[config.mk]
export PLATFORM = sky130hd
export DESIGN_NAME = ffba_cell
export DESIGN_NICKNAME = d
export VERILOG_FILES = /design/src/rtl/ffba_pkg.sv /design/src/rtl/ffba_cell.sv
export SDC_FILE = /design/constraint.sdc
export NUM_CORES = 1
export LEC_CHECK = 0
export CORE_ASPECT_RATIO = 1.2
export CORE_UTILIZATION = 30
export CTS_BUF_LIST = sky130_fd_sc_hd__clkbuf_4
export CTS_CLUSTER_DIAMETER = 40
export DETAILED_ROUTE_END_ITERATION = 10
export DONT_BUFFER_PORTS = 1
export PLACE_DENSITY_LB_ADDON = 0.05
export SLEW_MARGIN = 0
export SYNTH_ARGS = -nofsm -noshare
export SYNTH_HDL_FRONTEND = slang
export SYNTH_SLANG_ARGS = --single-unit
[constraint.sdc]
create_clock -name i_clk -period 5.95 [get_ports i_clk]
set_input_delay 0.8925 -clock i_clk [delete_from_list [all_inputs] [get_ports i_clk]]
set_output_delay 0.8925 -clock i_clk [all_outputs]
set_load 0.03 [all_outputs]
[src/rtl/ffba_pkg.sv]
// ----------------------------------------------------------------------------
// ffba_pkg
// Shared types and constants for the first-fit block allocator.
// ----------------------------------------------------------------------------
package ffba_pkg;

    localparam int unsigned MAX_BLOCKS_DEF = 64;
    localparam int unsigned HEADER_BYTES   = 16;
    localparam int unsigned ADDR_W         = 32;
    localparam int unsigned REQ_W          = 24;

    typedef enum logic [1:0] {
        CMD_ALLOC   = 2'd0,
        CMD_FREE    = 2'd1,
        CMD_REBUILD = 2'd2,
        CMD_NOP     = 2'd3
    } t_cmd;

    typedef enum logic [1:0] {
        ST_OK      = 2'd0,
        ST_NOFIT   = 2'd1,
        ST_BADFREE = 2'd2,
        ST_RSVD    = 2'd3
    } t_status;

    typedef enum logic {
        REG_HEAP_BASE  = 1'b0,
        REG_HEAP_BYTES = 1'b1
    } t_reg;

    // one block descriptor as held in a cell
    typedef struct packed {
        logic              vld;
        logic              used;
        logic [ADDR_W-1:0] addr;
        logic [ADDR_W-1:0] size;
    } t_ent;

    // search token walking down the row
    typedef struct packed {
        logic              active;
        logic              found;
        logic              split;
        logic [ADDR_W-1:0] addr;
        logic [ADDR_W-1:0] size;
    } t_pkt;

    // broadcast control from the sequencer to every cell
    typedef struct packed {
        logic              rebuild;
        logic              shift;
        logic              alloc;
        logic [ADDR_W-1:0] key;
        logic              head_vld;
        logic [ADDR_W-1:0] head_addr;
        logic [ADDR_W-1:0] head_size;
    } t_ctl;

endpackage

[src/rtl/ffba_cell.sv]
// ----------------------------------------------------------------------------
// ffba_cell
// One block descriptor slot; matches the passing search token and shifts
// toward the tail when a new block is put at the head.
// ----------------------------------------------------------------------------
module ffba_cell (
    input  logic           i_clk,
    input  logic           i_rst_n,
    input  logic           i_first,
    input  logic           i_can_split,
    input  ffba_pkg::t_ctl i_ctl,
    input  ffba_pkg::t_ent i_prev,
    output ffba_pkg::t_ent o_ent,
    input  ffba_pkg::t_pkt i_pkt,
    output ffba_pkg::t_pkt o_pkt
);
    import ffba_pkg::*;

    logic              r_vld;
    logic              r_used;
    logic [ADDR_W-1:0] r_addr;
    logic [ADDR_W-1:0] r_size;
    logic              r_pkt_act;
    logic              r_pkt_found;
    logic              r_pkt_split;
    logic [ADDR_W-1:0] r_pkt_addr;
    logic [ADDR_W-1:0] r_pkt_size;

    logic hit_alloc;
    logic hit_free;
    logic take;
    logic split_ok;

    assign hit_alloc = r_vld && !r_used && (r_size >= i_ctl.key);
    assign hit_free  = r_vld && r_used
                       && ((r_addr + ADDR_W'(HEADER_BYTES)) == i_ctl.key);
    assign take      = i_pkt.active && !i_pkt.found
                       && (i_ctl.alloc ? hit_alloc : hit_free);
    assign split_ok  = i_can_split && ({1'b0, r_size} >=
                       ({1'b0, i_ctl.key} + (ADDR_W+1)'(2 * HEADER_BYTES)));

    always_ff @(posedge i_clk) begin
        if (!i_rst_n) begin
            r_vld     <= 1'b0;
            r_used    <= 1'b0;
            r_pkt_act <= 1'b0;
        end else begin
            r_pkt_act <= i_pkt.active;
            if (i_ctl.rebuild) begin
                r_vld  <= i_first && i_prev.vld;
                r_used <= 1'b0;
            end else if (i_ctl.shift) begin
                r_vld  <= i_prev.vld;
                r_used <= i_prev.used;
            end else if (take) begin
                r_used <= i_ctl.alloc;
            end
        end
    end

    always_ff @(posedge i_clk) begin
        if (i_ctl.rebuild || i_ctl.shift) begin
            r_addr <= i_prev.addr;
            r_size <= i_prev.size;
        end else if (take && i_ctl.alloc && split_ok) begin
            r_size <= i_ctl.key;
        end
        r_pkt_found <= i_pkt.found || take;
        if (take) begin
            r_pkt_split <= i_ctl.alloc && split_ok;
            r_pkt_addr  <= r_addr;
            r_pkt_size  <= r_size;
        end else begin
            r_pkt_split <= i_pkt.split;
            r_pkt_addr  <= i_pkt.addr;
            r_pkt_size  <= i_pkt.size;
        end
    end

    assign o_ent = '{vld: r_vld, used: r_used, addr: r_addr, size: r_size};
    assign o_pkt = '{active: r_pkt_act, found: r_pkt_found, split: r_pkt_split,
                     addr: r_pkt_addr, size: r_pkt_size};

endmodule

==> metrics.txt <==
Port Buffers=0; drt initial violations=184; CTS sink count=133; ys flop type=dfxtp_1; dpl hpwl=18.0 mm; Post-CTS Setup Inserts=0; syn_area_per_cell=10.9 um^2; synth warn=0; final WL=22.5 mm; fraction of the mapped netlist area in simple logic gates=13.1%; gate count of the mapped netlist=690; mux cell area share after synthesis=12.2%; DR vias=5238; cell area after synthesis=7510 um^2; setup TNS=0 ns; Final Hold Vio Count=0; data arrival time of the critical path=5.06 ns; pin count of the biggest net entering global routing=95; post-route cell area=8160 um^2; share of cells above drive strength 1=11.2%; power per cell area=279 nW/um^2; number of synthesized flops with an enable pin=64; outcome=finished, final reports clean; Post-Place Cell Area=7840 um^2; crit-path max cell delay=0.50 ns; post-CTS resize count=0; Compound-Gate Fraction of Synth Area=9.21%; Core Rows=63; Seq cells post-synth=133; Starting Density=30.5%; worst-margin pin slew=0.994 ns; Num CTS Buffers=17; largest family of logic cells by synthesized area=simple AND/OR/NAND/NOR gates; worst hold slack=0.383 ns; CTS tree=built; non-filler cells, final=1033; syn_nets=988; synth-to-layout area growth=8.63%; Hold Path Class=input port to register; overall track demand over capacity in global routing=17.6%; Final period util=81.1%; Netlist cell types=61; Root Driver=clkbuf_4; Die W=146 um; CP Class=input port to register; xor/xnor cell area share of the yosys netlist=7.58%; sequential fraction of the synthesis area=44.0%; RePlAce Congestion=0.801; Overflow after GRT=0; R2R setup slack=1.66 ns; Clock Path Buffers=2; Async S/R FF share, synth=0%; Hold Buf Count CTS=0; min Tclk post-route=4.83 ns; CTS H-tree depth=4; RSZ-0062 raised after global routing=false; first-pass GRT wire length=32.9 mm; die area=25700 um^2; Final Max Tran Viols=0; I/O pin count=370; placed insts=1000; Max IR drop VDD=0.000103 V; Critical Path RT=6.19 ns; worst-path cell chain=inv_1 -> nor3_1 -> and3_1 -> nand2_1 -> nor3_1 -> nand2_1 -> nor2_1 -> xnor2_1 -> ha_1 -> nand2_1 -> a21boi_0 -> o21ai_0 -> a21oi_1 -> o21ai_0 -> a2111o_1 -> a211oi_1 -> o31ai_1 -> o21ai_2 -> buf_4; Worst setup EP type=register; vias per cell=5.07; Crit path max-delay family=compound AO/OA/AOI/OAI gates; routed length per instance=21.8 um; Die H=175 um; clock skew=0.0248 ns; CP bufs+invs=2; # setup viols final=0; maxcap violations=0; DRT Pass-1 Iters=4; Clock Pin Slew Worst Setup and Hold Paths=0.11 ns; core footprint=24700 um^2; antenna violations before repair=2; fmax=0.207 GHz; adder-cell share of the synthesized area=10.2%; drt drc=0; most numerous cell on the critical path=nand2_1; Slew HR=33.7%; Routed Antenna Nets=0; Final nets=992; maximum net fanout on the critical path=26; Fillers=2507; CP Launch Type=input port; CP max stage cell=a2111o_1; cell leakage power=3.31 nW; vias in the first global route=5573; clk_lat worst skew=0.58 ns
==> cell usage in the layout (no fill, tap or decap), drive strengths merged, types with 4 or more instances in the layout <==
| cell | Yosys | routed |
|---|---|---|
| buf | 14 | 7 |
| xor2 | 7 | 7 |
| nor2b | 9 | 9 |
| a21oi | 17 | 17 |
| nor2 | 21 | 21 |
| nor3 | 17 | 17 |
| nand3 | 22 | 22 |
| a211oi | 5 | 5 |
| edfxtp | 64 | 64 |
| clkbuf | 8 | 21 |
| nand2 | 57 | 57 |
| a21o | 13 | 13 |
| nor4 | 7 | 7 |
| dfxtp | 69 | 69 |
| nand4 | 20 | 20 |
| o211ai | 5 | 5 |
| nand2b | 8 | 8 |
| inv | 37 | 36 |
| ha | 61 | 61 |
| o21ai | 52 | 52 |
| bufinv | 0 | 4 |
| and3 | 6 | 6 |
| mux2i | 6 | 6 |
| xnor2 | 58 | 58 |
| clkinv | 0 | 6 |
| mux2 | 67 | 67 |
| and2 | 4 | 4 |
==> where the power goes <==
group / leakage (nW) / total (W) / switching [W] / internal [W]
registers: 1.24 / 0.00128 / 0.000236 / 0.00104
clock network: 0.171 / 0.000704 / 0.000356 / 0.000347
logic: 1.90 / 0.000294 / 0.000149 / 0.000145
==> path summary, 6_finish.rpt <==
check                  startpoint                     end  cells after the start
min                     i_ctl[99]     r_used$_SDFFE_PP0P_                      1
min reg2reg   r_size[3]$_DFFE_PP_   r_pkt_size[3]$_DFF_P_                      1
max reg2reg  r_size[30]$_DFFE_PP_  r_pkt_size[27]$_DFF_P_                      8
max                     i_ctl[79]     r_size[7]$_DFFE_PP_                     19
==> cell usage after synthesis, types with 3 or more instances <==
cell,number,area share [%]
edfxtp_1,64,26
dfxtp_1,69,18
xnor2_1,58,6.8
nand4_1,19,1.6
a211oi_1,5,0.50
mux2_1,38,5.7
inv_1,36,1.8
buf_6,4,0.60
ha_1,61,10
nand2b_1,8,0.67
o21a_1,3,0.30
and3_1,5,0.42
o211ai_1,5,0.50
nor2b_1,9,0.75
nor3_1,17,1.1
nand2_1,57,2.8
o21ai_1,3,0.20
mux2i_1,6,0.80
a21oi_1,17,1.1
nor4_1,6,0.50
a21o_1,13,1.3
xor2_1,7,0.82
nand3_1,20,1.3
mux2_4,28,5.6
buf_4,8,0.80
and2_1,4,0.33
nand3b_1,3,0.30
clkbuf_1,8,0.40
nor2_1,21,1.0
o21ai_0,49,3.3
==> registers in the layout (all words and copies together) (netlist names) <==
name and cells:
r_pkt_act 1, r_pkt_size 32, r_pkt_split 1, r_used 1
r_vld 1, r_pkt_addr 32, r_addr 32, r_pkt_found 1
r_size 32
==> final cells by class <==
type / count / area (um^2) / share of cell area, %
multi-input combinational: 498 / 3940 / 48.3
clock buffer: 21 / 158 / 1.93
antenna: 1 / 2.50 / 0.0307
clock inverter: 11 / 159 / 1.95
tap: 325 / 407 / 4.98
inverter: 37 / 140 / 1.72
sequential: 133 / 3300 / 40.5
timing repair buffer: 7 / 52.6 / 0.644
==> metal layers <==
layer	share of wire, %	global-route usage [%]	vias to the layer above
met1	42	20.2	2476
li1	-	-	2516
met2	49	30.0	223
met5	0.036	0	-
met4	2.0	6.90	2
met3	6.7	5.79	21
==> kinds of logic (layout without fill, tap and decap cells) <==
kind of cell | count (synthesis) | in the layout
AO/OA/AOI/OAI | 113 | 113
adder cells (fa/ha/maj) | 61 | 61
other | 0 | 1
XOR/XNOR | 65 | 65
buffers and inverters | 59 | 76
multiplexers | 73 | 73
AND/OR/NAND/NOR | 186 | 186
flip-flops | 133 | 133
==> through the flow <==
step	power, W	setup slack (ns)	utilization (%)
2_1_floorplan	0.00150	0.226	-
3_3_place_gp	0.00159	0.536	31.8
3_5_place_dp	0.00160	0.467	31.8
4_1_cts	0.00232	1.11	33.1
5_1_grt	0.00240	0.628	33.1
6_report	0.00227	1.12	33.1
Note: power is estimated with default switching activity, not from simulation.
