**config.mk**
```make
export PLATFORM = sky130hd
export DESIGN_NAME = ffba_ctrl
export DESIGN_NICKNAME = d
export VERILOG_FILES = /design/src/rtl/ffba_pkg.sv /design/src/rtl/ffba_ctrl.sv
export SDC_FILE = /design/constraint.sdc
export NUM_CORES = 1
export LEC_CHECK = 0
export BUFFER_PORTS_ARGS = -buffer_cell sky130_fd_sc_hd__buf_4
export CORE_MARGIN = 1.5
export CORE_UTILIZATION = 49
export DETAILED_ROUTE_END_ITERATION = 12
export PLACE_DENSITY = 0.77
export SYNTH_ARGS = -nofsm -noshare
export SYNTH_HDL_FRONTEND = slang
export SYNTH_SLANG_ARGS = --single-unit
```
**constraint.sdc**
```tcl
create_clock -name i_clk -period 3.17 [get_ports i_clk]
set_input_delay 0.1585 -clock i_clk [delete_from_list [all_inputs] [get_ports i_clk]]
set_output_delay 0.1585 -clock i_clk [all_outputs]
set_load 0.05 [all_outputs]
```
**src/rtl/ffba_pkg.sv**
```systemverilog
// ----------------------------------------------------------------------------
// ffba_pkg
// Shared types and constants for the first-fit block allocator.
// ----------------------------------------------------------------------------
package ffba_pkg;

    localparam int unsigned MAX_BLOCKS_DEF = 64;
    localparam int unsigned HEADER_BYTES   = 16;
    localparam int unsigned ADDR_W         = 32;
    localparam int unsigned REQ_W          = 24;

    typedef enum logic [1:0] {
        CMD_ALLOC   = 2'd0,
        CMD_FREE    = 2'd1,
        CMD_REBUILD = 2'd2,
        CMD_NOP     = 2'd3
    } t_cmd;

    typedef enum logic [1:0] {
        ST_OK      = 2'd0,
        ST_NOFIT   = 2'd1,
        ST_BADFREE = 2'd2,
        ST_RSVD    = 2'd3
    } t_status;

    typedef enum logic {
        REG_HEAP_BASE  = 1'b0,
        REG_HEAP_BYTES = 1'b1
    } t_reg;

    // one block descriptor as held in a cell
    typedef struct packed {
        logic              vld;
        logic              used;
        logic [ADDR_W-1:0] addr;
        logic [ADDR_W-1:0] size;
    } t_ent;

    // search token walking down the row
    typedef struct packed {
        logic              active;
        logic              found;
        logic              split;
        logic [ADDR_W-1:0] addr;
        logic [ADDR_W-1:0] size;
    } t_pkt;

    // broadcast control from the sequencer to every cell
    typedef struct packed {
        logic              rebuild;
        logic              shift;
        logic              alloc;
        logic [ADDR_W-1:0] key;
        logic              head_vld;
        logic [ADDR_W-1:0] head_addr;
        logic [ADDR_W-1:0] head_size;
    } t_ctl;

endpackage

```
**src/rtl/ffba_ctrl.sv**
```systemverilog
// ----------------------------------------------------------------------------
// ffba_ctrl
// Command sequencer: holds the heap registers, launches the search token,
// finishes splits and keeps the result register.
// ----------------------------------------------------------------------------
module ffba_ctrl (
    input  logic                          i_clk,
    input  logic                          i_rst_n,
    input  logic                          i_in_valid,
    output logic                          o_in_stall,
    input  logic [1:0]                    i_command,
    input  logic [ffba_pkg::REQ_W-1:0]    i_request_size,
    input  logic [ffba_pkg::ADDR_W-1:0]   i_free_address,
    output logic                          o_out_valid,
    input  logic                          i_out_stall,
    output logic [ffba_pkg::ADDR_W-1:0]   o_granted_address,
    output logic [1:0]                    o_status,
    input  logic                          i_cfg_valid,
    output logic                          o_cfg_ready,
    input  logic                          i_cfg_index,
    input  logic [ffba_pkg::ADDR_W-1:0]   i_cfg_data,
    output ffba_pkg::t_ctl                o_ctl,
    output ffba_pkg::t_pkt                o_pkt,
    input  ffba_pkg::t_pkt                i_pkt
);
    import ffba_pkg::*;

    typedef enum logic [1:0] {S_IDLE, S_WALK, S_DONE} t_state;

    t_state            r_state;
    logic              r_inj;
    logic              r_rebuild;
    logic              r_shift;
    logic              r_alloc;
    logic [ADDR_W-1:0] r_key;
    logic              r_head_vld;
    logic [ADDR_W-1:0] r_head_addr;
    logic [ADDR_W-1:0] r_head_size;
    logic [ADDR_W-1:0] r_heap_base;
    logic [ADDR_W-1:0] r_heap_bytes;
    logic [ADDR_W-1:0] r_res_addr;
    t_status           r_res_status;
    logic              r_out_valid;
    logic [ADDR_W-1:0] r_out_addr;
    t_status           r_out_status;

    logic                 accept;
    logic                 out_free;
    logic [REQ_W:0]       rounded;
    logic [ADDR_W-1:0]    total;

    assign accept   = i_in_valid && (r_state == S_IDLE);
    assign out_free = !r_out_valid || !i_out_stall;
    // ((n >> 4) + 1) << 4
    assign rounded  = {({1'b0, i_request_size[REQ_W-1:4]} + (REQ_W-3)'(1)), 4'b0000};
    assign total    = {r_heap_bytes[ADDR_W-1:4], 4'b0000};

    always_ff @(posedge i_clk) begin
        if (!i_rst_n) begin
            r_state      <= S_IDLE;
            r_inj        <= 1'b0;
            r_rebuild    <= 1'b0;
            r_shift      <= 1'b0;
            r_out_valid  <= 1'b0;
            r_heap_base  <= '0;
            r_heap_bytes <= '0;
        end else begin
            r_inj     <= accept && ((i_command == CMD_ALLOC) || (i_command == CMD_FREE));
            r_rebuild <= accept && (i_command == CMD_REBUILD);
            // the served block was already trimmed in its cell;
            // the remainder goes in at the head
            r_shift   <= (r_state == S_WALK) && i_pkt.active && i_pkt.found
                         && i_pkt.split;
            if ((r_state == S_DONE) && out_free) begin
                r_out_valid <= 1'b1;
            end else if (r_out_valid && !i_out_stall) begin
                r_out_valid <= 1'b0;
            end
            if (i_cfg_valid) begin
                unique case (t_reg'(i_cfg_index))
                    REG_HEAP_BASE:  r_heap_base  <= i_cfg_data;
                    REG_HEAP_BYTES: r_heap_bytes <= i_cfg_data;
                    default:        r_heap_base  <= r_heap_base;
                endcase
            end
            unique case (r_state)
                S_IDLE: begin
                    if (accept) begin
                        r_alloc      <= (i_command == CMD_ALLOC);
                        r_key        <= (i_command == CMD_ALLOC) ? ADDR_W'(rounded)
                                                                 : i_free_address;
                        r_res_addr   <= '0;
                        r_res_status <= ST_OK;
                        unique case (t_cmd'(i_command))
                            CMD_ALLOC, CMD_FREE: begin
                                r_state <= S_WALK;
                            end
                            CMD_REBUILD: begin
                                r_head_vld  <= |r_heap_bytes[ADDR_W-1:4];
                                r_head_addr <= r_heap_base;
                                r_head_size <= total - ADDR_W'(HEADER_BYTES);
                                r_state     <= S_DONE;
                            end
                            default: r_state <= S_DONE;
                        endcase
                    end
                end
                S_WALK: begin
                    if (i_pkt.active) begin
                        if (!i_pkt.found) begin
                            r_res_status <= r_alloc ? ST_NOFIT : ST_BADFREE;
                        end else if (r_alloc) begin
                            r_res_addr <= i_pkt.addr + ADDR_W'(HEADER_BYTES);
                        end
                        if (i_pkt.found && i_pkt.split) begin
                            r_head_vld  <= 1'b1;
                            r_head_addr <= i_pkt.addr + ADDR_W'(HEADER_BYTES) + r_key;
                            r_head_size <= i_pkt.size - r_key
                                           - ADDR_W'(2 * HEADER_BYTES);
                        end
                        r_state <= S_DONE;
                    end
                end
                S_DONE: begin
                    if (out_free) begin
                        r_out_addr   <= r_res_addr;
                        r_out_status <= r_res_status;
                        r_state      <= S_IDLE;
                    end
                end
                default: r_state <= S_IDLE;
            endcase
        end
    end

    assign o_in_stall        = (r_state != S_IDLE);
    assign o_out_valid       = r_out_valid;
    assign o_granted_address = r_out_addr;
    assign o_status          = r_out_status;
    assign o_cfg_ready       = 1'b1;

    assign o_ctl = '{rebuild: r_rebuild, shift: r_shift, alloc: r_alloc, key: r_key,
                     head_vld: r_head_vld, head_addr: r_head_addr,
                     head_size: r_head_size};
    assign o_pkt = '{active: r_inj, found: 1'b0, split: 1'b0,
                     addr: '0, size: '0};

endmodule

```
==> impl_metrics.env <==
export IMPL_synthTopCellsByArea="edfxtp_1 (34%), dfxtp_1 (9.1%), ha_1 (8.3%)"
export IMPL_p_switching_w=0.00287
export IMPL_areaGrowthSynthToFinish_pct=35.7
export IMPL_floorplan_initialDensity=0.503
export IMPL_path_max_fanout=2
export IMPL_die_height_microns=176
export IMPL_critPathKind="register to register"
export IMPL_die_area_sq_um=30800
export IMPL_ys_async_sr_fraction=0
export IMPL_drtIter0Drc=1027
export IMPL_ys_top_cells_by_count="nand2_1 (242), edfxtp_1 (166), inv_1 (108), ha_1 (97), nor2_1 (86)"
export IMPL_port_buffers=295
export IMPL_dr_pass1_iters=5
export IMPL_slew_violations=0
export IMPL_crit_path_end_kind="register"
export IMPL_place_ws_ps=-445
export IMPL_ir_worst_vdd_uv=361
export IMPL_maxSlewHeadroom=0.265
export IMPL_antenna_found_initial=5
export IMPL_avgSynthCellArea_sq_um=9.35
export IMPL_hpwl_microns=33400
export IMPL_wirelength_microns=44900
export IMPL_fmax_mhz=310
export IMPL_utilization=0.683
export IMPL_p_int_w=0.00628
export IMPL_clk_pin_slew_ps=60
export IMPL_drive_above_1_share=0.280
export IMPL_failed_checks="setup timing"
export IMPL_syn_inst=1560
export IMPL_sw_frac_of_total=0.313
export IMPL_cts_max_level=1
export IMPL_start_kind="register"
export IMPL_combPwrFrac=0.293
export IMPL_ys_flop_type="edfxtp_1"
export IMPL_wire_per_inst_microns=18.4
export IMPL_min_period_over_period=1.02
export IMPL_clock_sinks=232
export IMPL_pwr_share_clk=0.324
export IMPL_outcome="complete, but fails checks"
export IMPL_synth_edff_count=166
export IMPL_gp_congestion=0.910
export IMPL_yosysTopAreaCellShare=0.342
export IMPL_synth_most_common_cell="nand2_1"
export IMPL_cts_tree="built"
export IMPL_yosysSeqAreaShare=0.432
export IMPL_finalWorstSetupSlack_ps=-53.0
export IMPL_cts_buffers=25
export IMPL_post_route_drc_count=0
export IMPL_io_pins=367
export IMPL_finalNetCount=2295
export IMPL_core_area_sq_um=29000
export IMPL_tightest_slew_ps=1100
export IMPL_rsz0062_at_grt="yes"
export IMPL_p_leak_nw=8.59
export IMPL_period_needed_ps=3220
export IMPL_root_buffer="clkbuf_16"
export IMPL_synth_top_cell_by_area="edfxtp_1"
export IMPL_synth_ff_latch_count=232
export IMPL_power_density_nw_per_um2=462
export IMPL_drv_cap=0
export IMPL_seq_power_share=0.383
export IMPL_report_final_hold_viol_count=0
export IMPL_antenna_left=0
export IMPL_clock_latency_ps=530
export IMPL_grt_pass1_wl_microns=67800
export IMPL_via_count=13000
export IMPL_syn_cell_area_sq_um=14600
export IMPL_grt_pass1_vias=12400
export IMPL_via_per_inst=5.32
export IMPL_hold_class="primary input to register"
export IMPL_worstPathArrival_ps=3490
export IMPL_setup_viol_count_final=7
export IMPL_die_w_microns=176
export IMPL_clock_path_buffers=3
export IMPL_required_ps=3440
export IMPL_grt_usage=0.283
export IMPL_grt_overflow=0
export IMPL_skew_ps=20.8
export IMPL_synth_warnings=0
export IMPL_fin_cells=2438
export IMPL_grt_max_degree=93
export IMPL_place_inst=2311
export IMPL_ys_types=76
export IMPL_fp_row_count=62
-- worst max-delay path, stage by stage (launching register included) --
cell and delay [ps]:
edfxtp_1 430, ha_2 210, inv_2 60, ha_4 130, inv_2 40, fa_2 350, nand2b_4 160, a2111oi_4 420
buf_4 170, o31a_1 130, nor2_2 50, o311a_1 330, o31ai_2 220, xnor2_1 160, o21ai_1 100
-- through the flow --
step | hold slack [ps] | setup TNS, ps | total power (W) | area [sq um]
after floorplan | 231 | -478 | 0.00518 | 14900
after global placement | 353 | -1510 | 0.00598 | 17900
after detailed placement | 357 | -2440 | 0.00601 | 17900
after CTS | 1.64 | -24.2 | 0.00907 | 19500
after global routing | 31.3 | -1330 | 0.00952 | 19800
final | 3.88 | -215 | 0.00915 | 19800
-- cells by family (layout without fill, tap and decap cells) --
kind of cell             after synthesis  after routing  share of synthesized area
flip-flops                           232            232                      0.432
AND/OR/NAND/NOR                      518            518                      0.170
multiplexers                           3              3                    0.00223
other                                  2             71                   0.000515
AO/OA/AOI/OAI                        341            341                      0.154
XOR/XNOR                             121            121                     0.0726
adder cells (fa/ha/maj)               99             99                     0.0859
buffers and inverters                244            669                     0.0822
-- sequential cells by signal, summed over array words and instances, names as in the netlist --
register,cells
o_granted_address,32
o_out_valid,1
o_status,2
r_alloc,1
r_head_addr,32
r_head_size,32
r_head_vld,1
r_heap_base,32
r_heap_bytes,28
r_inj,1
r_key,32
r_rebuild,1
r_res_addr,32
r_res_status,2
r_shift,1
r_state,2
-- worst paths after layout --
check | depth (start not counted) | slack [ps] | endpoint | startpoint
min | 3 | 4 | r_key[16]$_DFFE_PP_ | i_free_address[16]
max | 14 | -50 | r_head_size[23]$_DFFE_PP_ | r_key[0]$_SDFFCE_PP0P_
max reg2reg | 14 | -50 | r_head_size[23]$_DFFE_PP_ | r_key[0]$_SDFFCE_PP0P_
min reg2reg | 0 | 420 | o_granted_address[22]$_DFFE_PP_ | r_res_addr[22]$_SDFFCE_PN0P_
-- layout make-up --
cell class	count	area, sq um
Fill cell	2286	9210
Clock inverter	9	123
Timing Repair Buffer	517	4080
Multi-Input combinational cell	1149	7710
Inverter	108	405
Antenna cell	4	10.0
Sequential cell	232	6310
Tap cell	384	480
Clock buffer	35	694
-- per-layer routing --
metal	vias up	GRT usage	share of wire	wire (microns)
met5	-	0	0.00020	9
met4	2	0.0858	0.030	1370
met3	96	0.0294	0.079	3550
met2	569	0.453	0.45	20100
met1	6072	0.404	0.44	19800
li1	6223	-	-	-
-- cells in the final DEF, fill, tap and decap left out, drive strengths merged, types with 5 or more instances in the layout --
master / n
o21bai: 10
a41oi: 5
dfxtp: 66
buf: 453
o21a: 15
a21o: 30
xnor2: 62
o31ai: 5
xor2: 59
o21ai: 79
nor2b: 10
clkbuf: 35
a21oi: 78
nand4: 17
nor3: 13
nor4: 12
nor2: 86
a21boi: 62
and2: 49
conb: 67
inv: 108
dlygate4sd3: 64
nand2b: 11
nand3: 35
edfxtp: 166
nand2: 242
ha: 97
or4: 6
and3: 15
o211ai: 9
a211oi: 9
and4: 7
a31oi: 8
-- power groups by stage --
| stage | clock (W) | combinational, W | sequential (W) |
|---|---|---|---|
| final | 0.00296 | 0.00268 | 0.00351 |
| after global routing | 0.00312 | 0.00289 | 0.00352 |
| after CTS | 0.00300 | 0.00256 | 0.00350 |
| after detailed placement | 0 | 0.00244 | 0.00357 |
| after global placement | 0 | 0.00242 | 0.00356 |
| after floorplan | 0 | 0.00143 | 0.00375 |
-- repair_timing --
item,4_1_cts,5_1_grt
resized for setup,16,48
hold buffers,64,0
setup endpoints to repair,7,26
hold endpoints to repair,87,0
setup buffers,8,7
pin swaps,6,36
(Power assumes the default switching activity.)
